===== src/rtl/core/ita_pkg.sv =====
// Types, constants and character helpers for the integer to ASCII formatter
`timescale 1ns / 1ps

package ita_pkg;

    localparam int MAX_WIDTH_DEF = 32;
    localparam int VALUE_W       = 32;
    localparam int DEC_DIGITS    = 10;
    localparam int NDIG_W        = $clog2(DEC_DIGITS + 1);
    localparam int BCD_W         = 4 * DEC_DIGITS;
    localparam int BIN_STEPS     = VALUE_W;
    localparam int CMD_W         = 2;
    localparam int MINW_W        = 6;
    localparam int CHAR_W        = 8;
    localparam int S_TDATA_W     = 40;

    localparam logic [CMD_W-1:0] CMD_DEC = 2'd0;

    localparam logic [CHAR_W-1:0] CH_ZERO    = 8'h30;
    localparam logic [CHAR_W-1:0] CH_SPACE   = 8'h20;
    localparam logic [CHAR_W-1:0] CH_MINUS   = 8'h2D;
    localparam logic [CHAR_W-1:0] CH_UPPER_A = 8'h41;
    localparam logic [CHAR_W-1:0] CH_LOWER_A = 8'h61;

    typedef enum logic [2:0] {
        ST_IDLE,
        ST_CONV,
        ST_COUNT,
        ST_SIGN,
        ST_EMIT
    } t_state;

    function automatic logic [CHAR_W-1:0] digit_char(input logic [3:0] d, input logic caps);
        logic [CHAR_W-1:0] base;
        if (d < 4'd10) begin
            base = CH_ZERO;
        end else begin
            base = caps ? (CH_UPPER_A - 8'd10) : (CH_LOWER_A - 8'd10);
        end
        return base + {4'b0, d};
    endfunction

endpackage


===== src/rtl/core/integer_to_ascii_formatter.sv =====
// Integer to ASCII formatter: shift-and-add-3 converter with serial character output
//
//   channel   direction   payload
//   i_s_*     in          value, min_width, fill_zero in tdata; cmd in tuser
//   o_m_*     out         ascii_code in tdata; last character as tlast
//
// Decimal items pass through accept, the conversion steps and a count state; hex items
// skip the conversion steps; then the characters (sign included) go out one at a time.
// The 32 steps come from one add-3-and-shift unit reused once per value bit.
// Synchronous active-low reset clears the sequencer and the output valid.
// A stalled output holds its word; the sequencer waits for the slot to free.
`timescale 1ns / 1ps

module integer_to_ascii_formatter #(
    parameter int MAX_WIDTH = ita_pkg::MAX_WIDTH_DEF
) (
    input  logic                           i_clk,
    input  logic                           i_rst_n,
    input  logic                           i_s_tvalid,
    output logic                           o_s_tready,
    input  logic [ita_pkg::S_TDATA_W-1:0]  i_s_tdata,  // value[31:0], min_width[37:32], fill_zero[38]
    input  logic [ita_pkg::CMD_W-1:0]      i_s_tuser,  // cmd[1:0]
    output logic                           o_m_tvalid,
    input  logic                           i_m_tready,
    output logic [ita_pkg::CHAR_W-1:0]     o_m_tdata,  // ascii_code[7:0]
    output logic                           o_m_tlast
);
    import ita_pkg::*;

    localparam int CW = $clog2(MAX_WIDTH + 1);
    localparam int SW = $clog2(BIN_STEPS);

    t_state              r_state, n_state;
    logic [VALUE_W-1:0]  r_bin, n_bin;
    logic [BCD_W-1:0]    r_bcd, n_bcd;
    logic [SW-1:0]       r_step, n_step;
    logic                r_neg, n_neg;
    logic                r_caps, n_caps;
    logic                r_pad, n_pad;
    logic [CW-1:0]       r_width, n_width;
    logic [NDIG_W-1:0]   r_ndig, n_ndig;
    logic [CW-1:0]       r_left, n_left;
    logic                r_ov, n_ov;
    logic [CHAR_W-1:0]   r_od, n_od;
    logic                r_olast, n_olast;

    logic [CMD_W-1:0]    in_cmd;
    logic [VALUE_W-1:0]  in_val;
    logic [MINW_W-1:0]   in_minw;
    logic                in_pad;
    logic                in_hex;
    logic                in_neg;
    logic [VALUE_W-1:0]  in_mag;
    logic [CW-1:0]       in_width;
    logic [BCD_W-1:0]    bcd_adj;
    logic [NDIG_W-1:0]   ndig;
    logic [CW-1:0]       ndig_ext;
    logic [CW-1:0]       pos;
    logic [CHAR_W-1:0]   emit_char;
    logic                slot_free;

    assign in_cmd  = i_s_tuser;
    assign in_val  = i_s_tdata[VALUE_W-1:0];
    assign in_minw = i_s_tdata[VALUE_W+MINW_W-1:VALUE_W];
    assign in_pad  = i_s_tdata[VALUE_W+MINW_W];
    assign in_hex  = (in_cmd != CMD_DEC);
    assign in_neg  = !in_hex && in_val[VALUE_W-1];
    assign in_mag  = in_neg ? (VALUE_W'(0) - in_val) : in_val;

    always_comb begin
        if (int'(in_minw) > MAX_WIDTH) begin
            in_width = CW'(MAX_WIDTH);
        end else begin
            in_width = CW'(in_minw);
        end
    end

    always_comb begin
        for (int i = 0; i < DEC_DIGITS; i++) begin
            if (r_bcd[4*i +: 4] >= 4'd5) begin
                bcd_adj[4*i +: 4] = r_bcd[4*i +: 4] + 4'd3;
            end else begin
                bcd_adj[4*i +: 4] = r_bcd[4*i +: 4];
            end
        end
    end

    always_comb begin
        ndig = NDIG_W'(1);
        for (int i = 1; i < DEC_DIGITS; i++) begin
            if (r_bcd[4*i +: 4] != 4'd0) begin
                ndig = NDIG_W'(i + 1);
            end
        end
    end

    assign ndig_ext  = CW'(ndig);
    assign pos       = r_left - CW'(1);
    assign slot_free = !r_ov || i_m_tready;

    always_comb begin
        if (pos >= CW'(r_ndig)) begin
            emit_char = r_pad ? CH_ZERO : CH_SPACE;
        end else begin
            emit_char = digit_char(r_bcd[{pos[3:0], 2'b00} +: 4], r_caps);
        end
    end

    always_comb begin
        n_state = r_state;
        n_bin   = r_bin;
        n_bcd   = r_bcd;
        n_step  = r_step;
        n_neg   = r_neg;
        n_caps  = r_caps;
        n_pad   = r_pad;
        n_width = r_width;
        n_ndig  = r_ndig;
        n_left  = r_left;
        n_ov    = r_ov && !i_m_tready;
        n_od    = r_od;
        n_olast = r_olast;
        unique case (r_state)
            ST_IDLE: begin
                if (i_s_tvalid) begin
                    n_neg   = in_neg;
                    n_caps  = in_cmd[1];
                    n_pad   = in_pad;
                    n_width = in_width;
                    n_step  = '0;
                    n_bin   = in_mag;
                    if (in_hex) begin
                        n_bcd   = BCD_W'(in_mag);
                        n_state = ST_COUNT;
                    end else begin
                        n_bcd   = '0;
                        n_state = ST_CONV;
                    end
                end
            end
            ST_CONV: begin
                n_bcd  = {bcd_adj[BCD_W-2:0], r_bin[VALUE_W-1]};
                n_bin  = {r_bin[VALUE_W-2:0], 1'b0};
                n_step = r_step + SW'(1);
                if (r_step == SW'(BIN_STEPS - 1)) begin
                    n_state = ST_COUNT;
                end
            end
            ST_COUNT: begin
                n_ndig  = ndig;
                n_left  = (ndig_ext > r_width) ? ndig_ext : r_width;
                n_state = r_neg ? ST_SIGN : ST_EMIT;
            end
            ST_SIGN: begin
                if (slot_free) begin
                    n_ov    = 1'b1;
                    n_od    = CH_MINUS;
                    n_olast = 1'b0;
                    n_state = ST_EMIT;
                end
            end
            ST_EMIT: begin
                if (slot_free) begin
                    n_ov    = 1'b1;
                    n_od    = emit_char;
                    n_olast = (r_left == CW'(1));
                    n_left  = pos;
                    if (r_left == CW'(1)) begin
                        n_state = ST_IDLE;
                    end
                end
            end
            default: begin
                n_state = ST_IDLE;
            end
        endcase
    end

    always_ff @(posedge i_clk) begin
        if (!i_rst_n) begin
            r_state <= ST_IDLE;
            r_ov    <= 1'b0;
        end else begin
            r_state <= n_state;
            r_ov    <= n_ov;
        end
    end

    always_ff @(posedge i_clk) begin
        r_bin   <= n_bin;
        r_bcd   <= n_bcd;
        r_step  <= n_step;
        r_neg   <= n_neg;
        r_caps  <= n_caps;
        r_pad   <= n_pad;
        r_width <= n_width;
        r_ndig  <= n_ndig;
        r_left  <= n_left;
        r_od    <= n_od;
        r_olast <= n_olast;
    end

    assign o_s_tready = (r_state == ST_IDLE);
    assign o_m_tvalid = r_ov;
    assign o_m_tdata  = r_od;
    assign o_m_tlast  = r_olast;

endmodule


===== config.mk =====
export PLATFORM = sky130hd
export DESIGN_NAME = integer_to_ascii_formatter
export DESIGN_NICKNAME = d
export VERILOG_FILES = /design/src/rtl/core/ita_pkg.sv /design/src/rtl/core/integer_to_ascii_formatter.sv
export SDC_FILE = /design/constraint.sdc
export NUM_CORES = 1
export LEC_CHECK = 0
export BUFFER_PORTS_ARGS = -buffer_cell sky130_fd_sc_hd__clkbuf_2
export CORE_MARGIN = 2
export CORE_UTILIZATION = 55
export DETAILED_ROUTE_END_ITERATION = 8
export GPL_TIMING_DRIVEN = 0
export PLACE_DENSITY = 0.77
export SLEW_MARGIN = 10
export SYNTH_ARGS = -nofsm -noshare
export SYNTH_HDL_FRONTEND = slang
export SYNTH_SLANG_ARGS = --single-unit

===== constraint.sdc =====
create_clock -name i_clk -period 10.51 [get_ports i_clk]
set_clock_uncertainty 0.05 [all_clocks]
set_input_delay 2.102 -clock i_clk [delete_from_list [all_inputs] [get_ports i_clk]]
set_output_delay 2.102 -clock i_clk [all_outputs]
set_load 0.005 [all_outputs]

==> flow_summary.ini, run 1 <==
[clock_network]
cts.reportedPaths.clkPinSlew_ps = 70
tritoncts = built
cts.path.max_buffers = 2
cts_buffers = 9
cts_setup_buffers = 0
postCtsHoldBufs = 0
clock-root-buffer = clkbuf_16
h-tree-depth = 3
cts_resized = 0
insertion_delay_ps = 360
clock_sinks = 109

[worst_setup_path]
path_class = flip-flop to flip-flop
r2r_start = r_left[0]$_DFFE_PP_
crit_end = o_m_tdata[2]$_SDFFCE_PN1P_
critical_path_required_ps = 10690
cp_data_arrival_time_ps = 4630
worstPathMaxFanout = 10
rrSetupSlack_ps = 6050
regToRegEndpoint = o_m_tdata[2]$_SDFFCE_PN1P_
cp-startpoint = r_left[0]$_DFFE_PP_
reg2reg_depth = 14
endpoint_kind = flip-flop
cp-start-kind = flip-flop

[placement]
gp_congestion = 0.930
portBuffers = 55
dpl_cell_area_mm2 = 0.00755
dp_hpwl_um = 12900

[global_route]
grt_max_degree = 19
grt_pass1_wl_um = 26900
grt.overflow.total = 0
antenna_found_initial = 0
grt_pass1_vias = 5625
grt_use_total_pct = 25.7

[cells_and_area]
fin_util_pct = 63.1
fillers = 1001
area_growth_pct = 12.9
regArea_mm2 = 0.00323
final_area_mm2 = 0.00789
drive_gt1_share_pct = 14.7
multiInputGateArea_mm2 = 0.00348
nets = 854
antennaDiodeCount = 0

[synthesis]
synth_nets = 781
syn_avg_cell_area_um2 = 10.0
ys_seq_area_share_pct = 46.2
synth_warnings = 0
synth_area_leaders = edfxtp_1 (45%), ha_1 (6.3%), o21ai_0 (5.7%)
yosys.area.top_type_share_pct = 45.1
synth-async-reset-ratio_pct = 0
synth_edf_count = 105
ys_ff_latch = 109
synth.cell_area_mm2 = 0.00699
synth_flop_cell = edfxtp_1
yosys.area.top_type = edfxtp_1
synth_cell_types = 62
synth_cells = 699

[timing]
tightest_slew_ps = 685
fmax_mhz = 224
relSlewSlack_pct = 53.7
rsz0062_at_grt = false
setup_viol = 0
fin_crit_ps = 4460
finalHoldViolCount = 0
slew_violations = 0
finalCritPeriodShare_pct = 42.4
setup_tns_ps = 0

[hold_path]
hold_path_class = flip-flop to flip-flop
min_path_cells = 2

[drt]
first_pass_iters = 6
dr.first_iter.drc_count = 477
vias = 5663
routed_wl_um = 16800
wl_per_cell_um = 17.8
antenna_left = 0
remaining_drc_errors = 0
viasPerCell = 5.97

[die]
io_pins = 57
die_area_mm2 = 0.0136
core-area_mm2 = 0.0125
chipHeight_um = 117
rows = 41
initial_utilization_pct = 55.9
die_x_um = 117

[job]
maxCapViolations = 0

[run_status]
status = finished, final reports clean

[power_and_ir_drop]
cellLeakagePower_nw = 2.96
p_per_area_mw_per_mm2 = 317
peakVddDrop_uv = 140
[stage by stage]
| stage | power (mW) | hold slack, ps | std cells | setup WS, ps |
|---|---|---|---|---|
| after floorplan | 1.75 | 445 | 699 | 2480 |
| after global placement | 2.02 | 451 | 926 | 248 |
| after detailed placement | 2.08 | 461 | 933 | 5950 |
| after CTS | 2.49 | 481 | 949 | 6120 |
| after global routing | 2.66 | 489 | 949 | 5860 |
| final | 2.50 | 479 | 949 | 6050 |
[worst min-delay path by stage]
stage                   startpoint             endpoint  slack, ps
3_3_place_gp    r_bin[3]$_DFFE_PP_   r_bin[4]$_DFFE_PP_        450
3_5_place_dp   r_bin[21]$_DFFE_PP_  r_bin[22]$_DFFE_PP_        460
6_report       r_bin[24]$_DFFE_PP_  r_bin[25]$_DFFE_PP_        480
2_1_floorplan  r_bin[31]$_DFFE_PP_   r_bcd[0]$_DFFE_PP_        440
4_1_cts        r_bin[21]$_DFFE_PP_  r_bin[22]$_DFFE_PP_        480
5_1_grt        r_bin[24]$_DFFE_PP_  r_bin[25]$_DFFE_PP_        490
[worst max-delay path, stage by stage (launching register included)]
cell       delay, ps
edfxtp_1         430
buf_6            180
buf_6            190
inv_1            110
ha_1             280
buf_2            220
mux4_2           560
a32o_1           330
nor2_1           330
a21oi_1          170
ha_1             280
fa_1             420
a2111oi_0        490
nand3_1          160
nand3_1          110
[layer usage]
| layer | up-vias | track usage, % | routed length (um) |
|---|---|---|---|
| met1 | 2684 | 31.2 | 7010 |
| met5 | - | 0 | 0 |
| li1 | 2697 | - | - |
| met3 | 51 | 5.29 | 1040 |
| met2 | 231 | 43.3 | 8140 |
| met4 | 0 | 13.5 | 657 |
[synthesized netlist by cell type, types with 2 or more instances]
library cell	n
edfxtp_1	105
o21ai_0	79
a21oi_1	57
nand2_1	53
nor2_1	51
inv_1	39
ha_1	35
nand3_1	35
xnor2_1	31
clkbuf_1	23
xor2_1	19
nand2b_1	17
nor3b_1	16
nor3_1	12
o31ai_1	11
mux2i_1	10
nor2b_1	9
mux4_2	8
a31oi_1	6
or3b_2	6
or2_2	5
a211oi_1	4
and2_1	4
and3_1	4
dfxtp_1	4
o21ai_1	4
or3_1	4
a21o_1	3
o21a_1	3
or4_4	3
a2111oi_2	2
a211o_1	2
a32oi_1	2
and4_1	2
buf_1	2
buf_6	2
or4_1	2
[state kept, by name (all words and copies together), names as in the netlist]
name / count
r_bcd: 40
r_bin: 32
o_m_tdata: 8
r_left: 6
r_width: 6
r_step: 5
r_ndig: 4
r_state: 3
o_m_tlast: 1
o_m_tvalid: 1
r_caps: 1
r_neg: 1
r_pad: 1
[power by group]
part           switching (mW)  internal (mW)  total, mW  leakage, nW
combinational           0.710          0.471       1.18         1.74
clock                   0.162          0.234      0.397        0.166
sequential              0.155          0.765      0.921         1.05
total                    1.03           1.47       2.50         2.96
[cells in the final DEF, fill, tap and decap left out, types with 16 or more instances in the layout]
cell      synthesis  layout
a21oi_1          57      57
xnor2_1          31      31
nand3_1          35      35
nor2_1           51      51
ha_1             35      35
inv_1            39      39
xor2_1           19      19
nand2b_1         17      17
clkbuf_2          0      55
clkbuf_1         23      23
nand2_1          53      53
edfxtp_1        105     105
nor3b_1          16      16
o21ai_0          79      79
[area by class of cell]
class,instances,area share [%]
inverters,40,1.90
multi-input cells,521,44.2
clock buffers,9,2.85
plain buffers,29,1.63
repair buffers,62,4.25
flip-flops and latches,109,41.0
clock inverters,7,1.52
well taps,172,2.73
[cells by family (layout without fill, tap and decap cells)]
kind of cell	after synthesis	after routing	synth area share [%]
compound gates	184	184	15.2
xor+xnor	51	51	6.50
fa+ha+maj	36	36	6.55
buf+inv	69	147	3.99
flops	109	109	46.2
mux	19	19	4.22
other cells	1	1	0.0536
simple gates	230	230	17.3
Note: power is estimated with default switching activity, not from simulation.
==> run 2: changes to the inputs <==
--- a/config.mk
+++ b/config.mk
@@ -10,7 +10,7 @@
 export CORE_UTILIZATION = 55
 export DETAILED_ROUTE_END_ITERATION = 8
 export GPL_TIMING_DRIVEN = 0
-export PLACE_DENSITY = 0.77
+export PLACE_DENSITY = 0.8
 export SLEW_MARGIN = 10
 export SYNTH_ARGS = -nofsm -noshare
 export SYNTH_HDL_FRONTEND = slang
==> constraint.sdc (replaced) <==
create_clock -name i_clk -period 3.87 [get_ports i_clk]
set_clock_uncertainty 0.05 [all_clocks]
set_input_delay 0.774 -clock i_clk [delete_from_list [all_inputs] [get_ports i_clk]]
set_output_delay 0.774 -clock i_clk [all_outputs]
set_load 0.005 [all_outputs]
==> run 2 against run 1 <==
Critical path depth down 1. Non-clock buffer count up 6. Via count up 1.3%. First-iteration DRC count down 0.21%. Cell count up 0.63%. Largest cell class unchanged. Sequential power rose to 2.7 times the previous value. Worst setup slack worse by 5900 ps. Combinational power rose to 3.0 times the previous value. Global-route usage down 0.12 points. Critical endpoint is now r_left[1]$_DFFE_PP_. Power rose to 2.8 times the previous value.
==> flow_summary.ini, run 2 (synthesis results as in run 1) <==
[cells_and_area]
fillers = 1034
nets = 860
most-common-layout-cells = edfxtp_1 (105), o21ai_0 (78), a21oi_1 (56)
drive_gt1_share_pct = 16.9
antennaDiodeCount = 0
finalNonFillerCells = 955
top_register = r_bcd
layout_commonest_cell = edfxtp_1
area_growth_pct = 15.4
largest_reg_flops = 40

[worst_setup_path]
r2r_start = r_bcd[16]$_DFFE_PP_
rrSetupSlack_ps = 110
path_delay_family = compound AO/OA/AOI/OAI gates
critical_path_required_ps = 3920
cp_data_arrival_time_ps = 3810
worstPathMaxFanout = 5
cp-start-kind = flip-flop
cp_slowest_cell = or3b_2
endpoint_kind = flip-flop
regToRegEndpoint = r_left[1]$_DFFE_PP_
crit_path_cell_trace = inv_1, ha_1, or3b_2, nor2_1, a21oi_1, o31ai_1, ha_1, nor2b_1, o21a_1, o21ai_0, a2111oi_4, mux2i_1, mux2i_1
path_class = flip-flop to flip-flop
crit_buf_inv = 1
reg2reg_depth = 13
cpPeakStageDelay_ps = 500

[drt]
vias = 5737
dr.first_iter.drc_count = 476
wl_per_cell_um = 17.9
first_pass_iters = 5
remaining_drc_errors = 0
viasPerCell = 6.01
routed_wl_um = 17100
antenna_left = 0

[hold_path]
hold_path_class = flip-flop to flip-flop
min_path_cells = 2
min_from = r_bin[31]$_DFFE_PP_
worstHoldEndpoint = r_bcd[0]$_DFFE_PP_

[placement]
dp_hpwl_um = 12900
dp.cells = 931
portBuffers = 55
gp_congestion = 0.931

[die]
initial_utilization_pct = 55.9
rows = 41
chipHeight_um = 117
die_x_um = 117
io_pins = 57
die_area_mm2 = 0.0136
core-area_mm2 = 0.0125

[job]
maxCapViolations = 0

[timing]
slew_violations = 0
fmax_mhz = 266
finalCritPeriodShare_pct = 97.1
finalHoldViolCount = 0
relSlewSlack_pct = 47.0
setup_viol = 0
tightest_slew_ps = 785
hold_ws_ps = 479
fin_crit_ps = 3760

[power_and_ir_drop]
p_per_area_mw_per_mm2 = 878
peakVddDrop_uv = 511
finalPower_mw = 7.08
cellLeakagePower_nw = 2.99

[clock_network]
cts_buffers = 9
tritoncts = built
cts.reportedPaths.clkPinSlew_ps = 80
insertion_delay_ps = 370
clock-root-buffer = clkbuf_16
cts.path.max_buffers = 2
clock_sinks = 109
h-tree-depth = 3

[global_route]
grt_pass1_wl_um = 26700
antenna_found_initial = 0
grt_use_total_pct = 25.6
grt_pass1_vias = 5502
grt.overflow.total = 0
grt_max_degree = 20

[run_status]
status = finished, final reports clean
-- run 2: cell types whose count changed in the layout (fill, tap and decap cells not counted), sizes merged --
cell and delta:
buf +6, bufinv -2, clkbuf +1, clkinv -1, clkinvlp +1, inv +1
-- run 2: power by group --
| group | internal (mW) | leakage, nW | switching, mW |
|---|---|---|---|
| clock | 0.516 | 0.148 | 0.457 |
| sequential | 2.08 | 1.05 | 0.435 |
| combinational | 1.50 | 1.80 | 2.10 |
-- run 2: worst max-delay path by stage --
stage               slack (ps)  cells after the start                start                         end
finish                     110                     13  r_bcd[16]$_DFFE_PP_         r_left[1]$_DFFE_PP_
detailed placement        -620                     14  r_left[0]$_DFFE_PP_  o_m_tdata[2]$_SDFFCE_PN1P_
CTS                          9                     15  r_left[0]$_DFFE_PP_  o_m_tdata[6]$_SDFFCE_PP0P_
floorplan                  120                     14  r_left[0]$_DFFE_PP_  o_m_tdata[2]$_SDFFCE_PN1P_
global placement          -380                     14  r_left[0]$_DFFE_PP_  o_m_tdata[2]$_SDFFCE_PN1P_
global route              -0.6                     14  r_left[0]$_DFFE_PP_  o_m_tdata[5]$_SDFFCE_PP1P_
-- run 2: repair_timing --
item,CTS,global route
gates resized for setup,14,11
buffers inserted,1,7
pin swaps,0,5
endpoints found under the setup margin,7,7
hold buffers,0,0
-- run 2: layout make-up --
type,instances,area [um2],area share (%)
flip-flops and latches,109,3230,40.1
well taps,172,215,2.67
repair buffers,68,419,5.20
plain buffers,29,144,1.78
inverters,40,154,1.91
clock inverters,6,77.6,0.962
clock buffers,10,229,2.84
multi-input cells,521,3590,44.6
-- run 2: metal layers --
metal  vias up  track usage, %  part of all wire, %
met2       231            44.9                   51
met5         -               0                    0
met4         0            10.0                  2.4
met1      2761            31.2                   41
met3        37            4.83                  5.7
li1       2708               -                    -
-- run 2: metrics by stage --
stage                     utilization, %  setup slack [ps]  TNS (ps)  instance area, um2
after floorplan                        -               125         0                7000
after global placement              59.9              -382    -12310                7490
after detailed placement            60.5              -616     -1150                7580
after CTS                           63.6              8.73         0                7960
after global routing                64.4            -0.599    -0.599                8070
final                               64.4               111         0                8070
-- run 2: worst reg2reg max path, stage by stage, from the launching register on --
cell	delay [ps]
edfxtp_1	450
inv_1	120
ha_1	220
or3b_2	500
nor2_1	150
a21oi_1	80
o31ai_1	430
ha_1	210
nor2b_1	140
o21a_1	110
o21ai_0	130
a2111oi_4	480
mux2i_1	310
mux2i_1	110
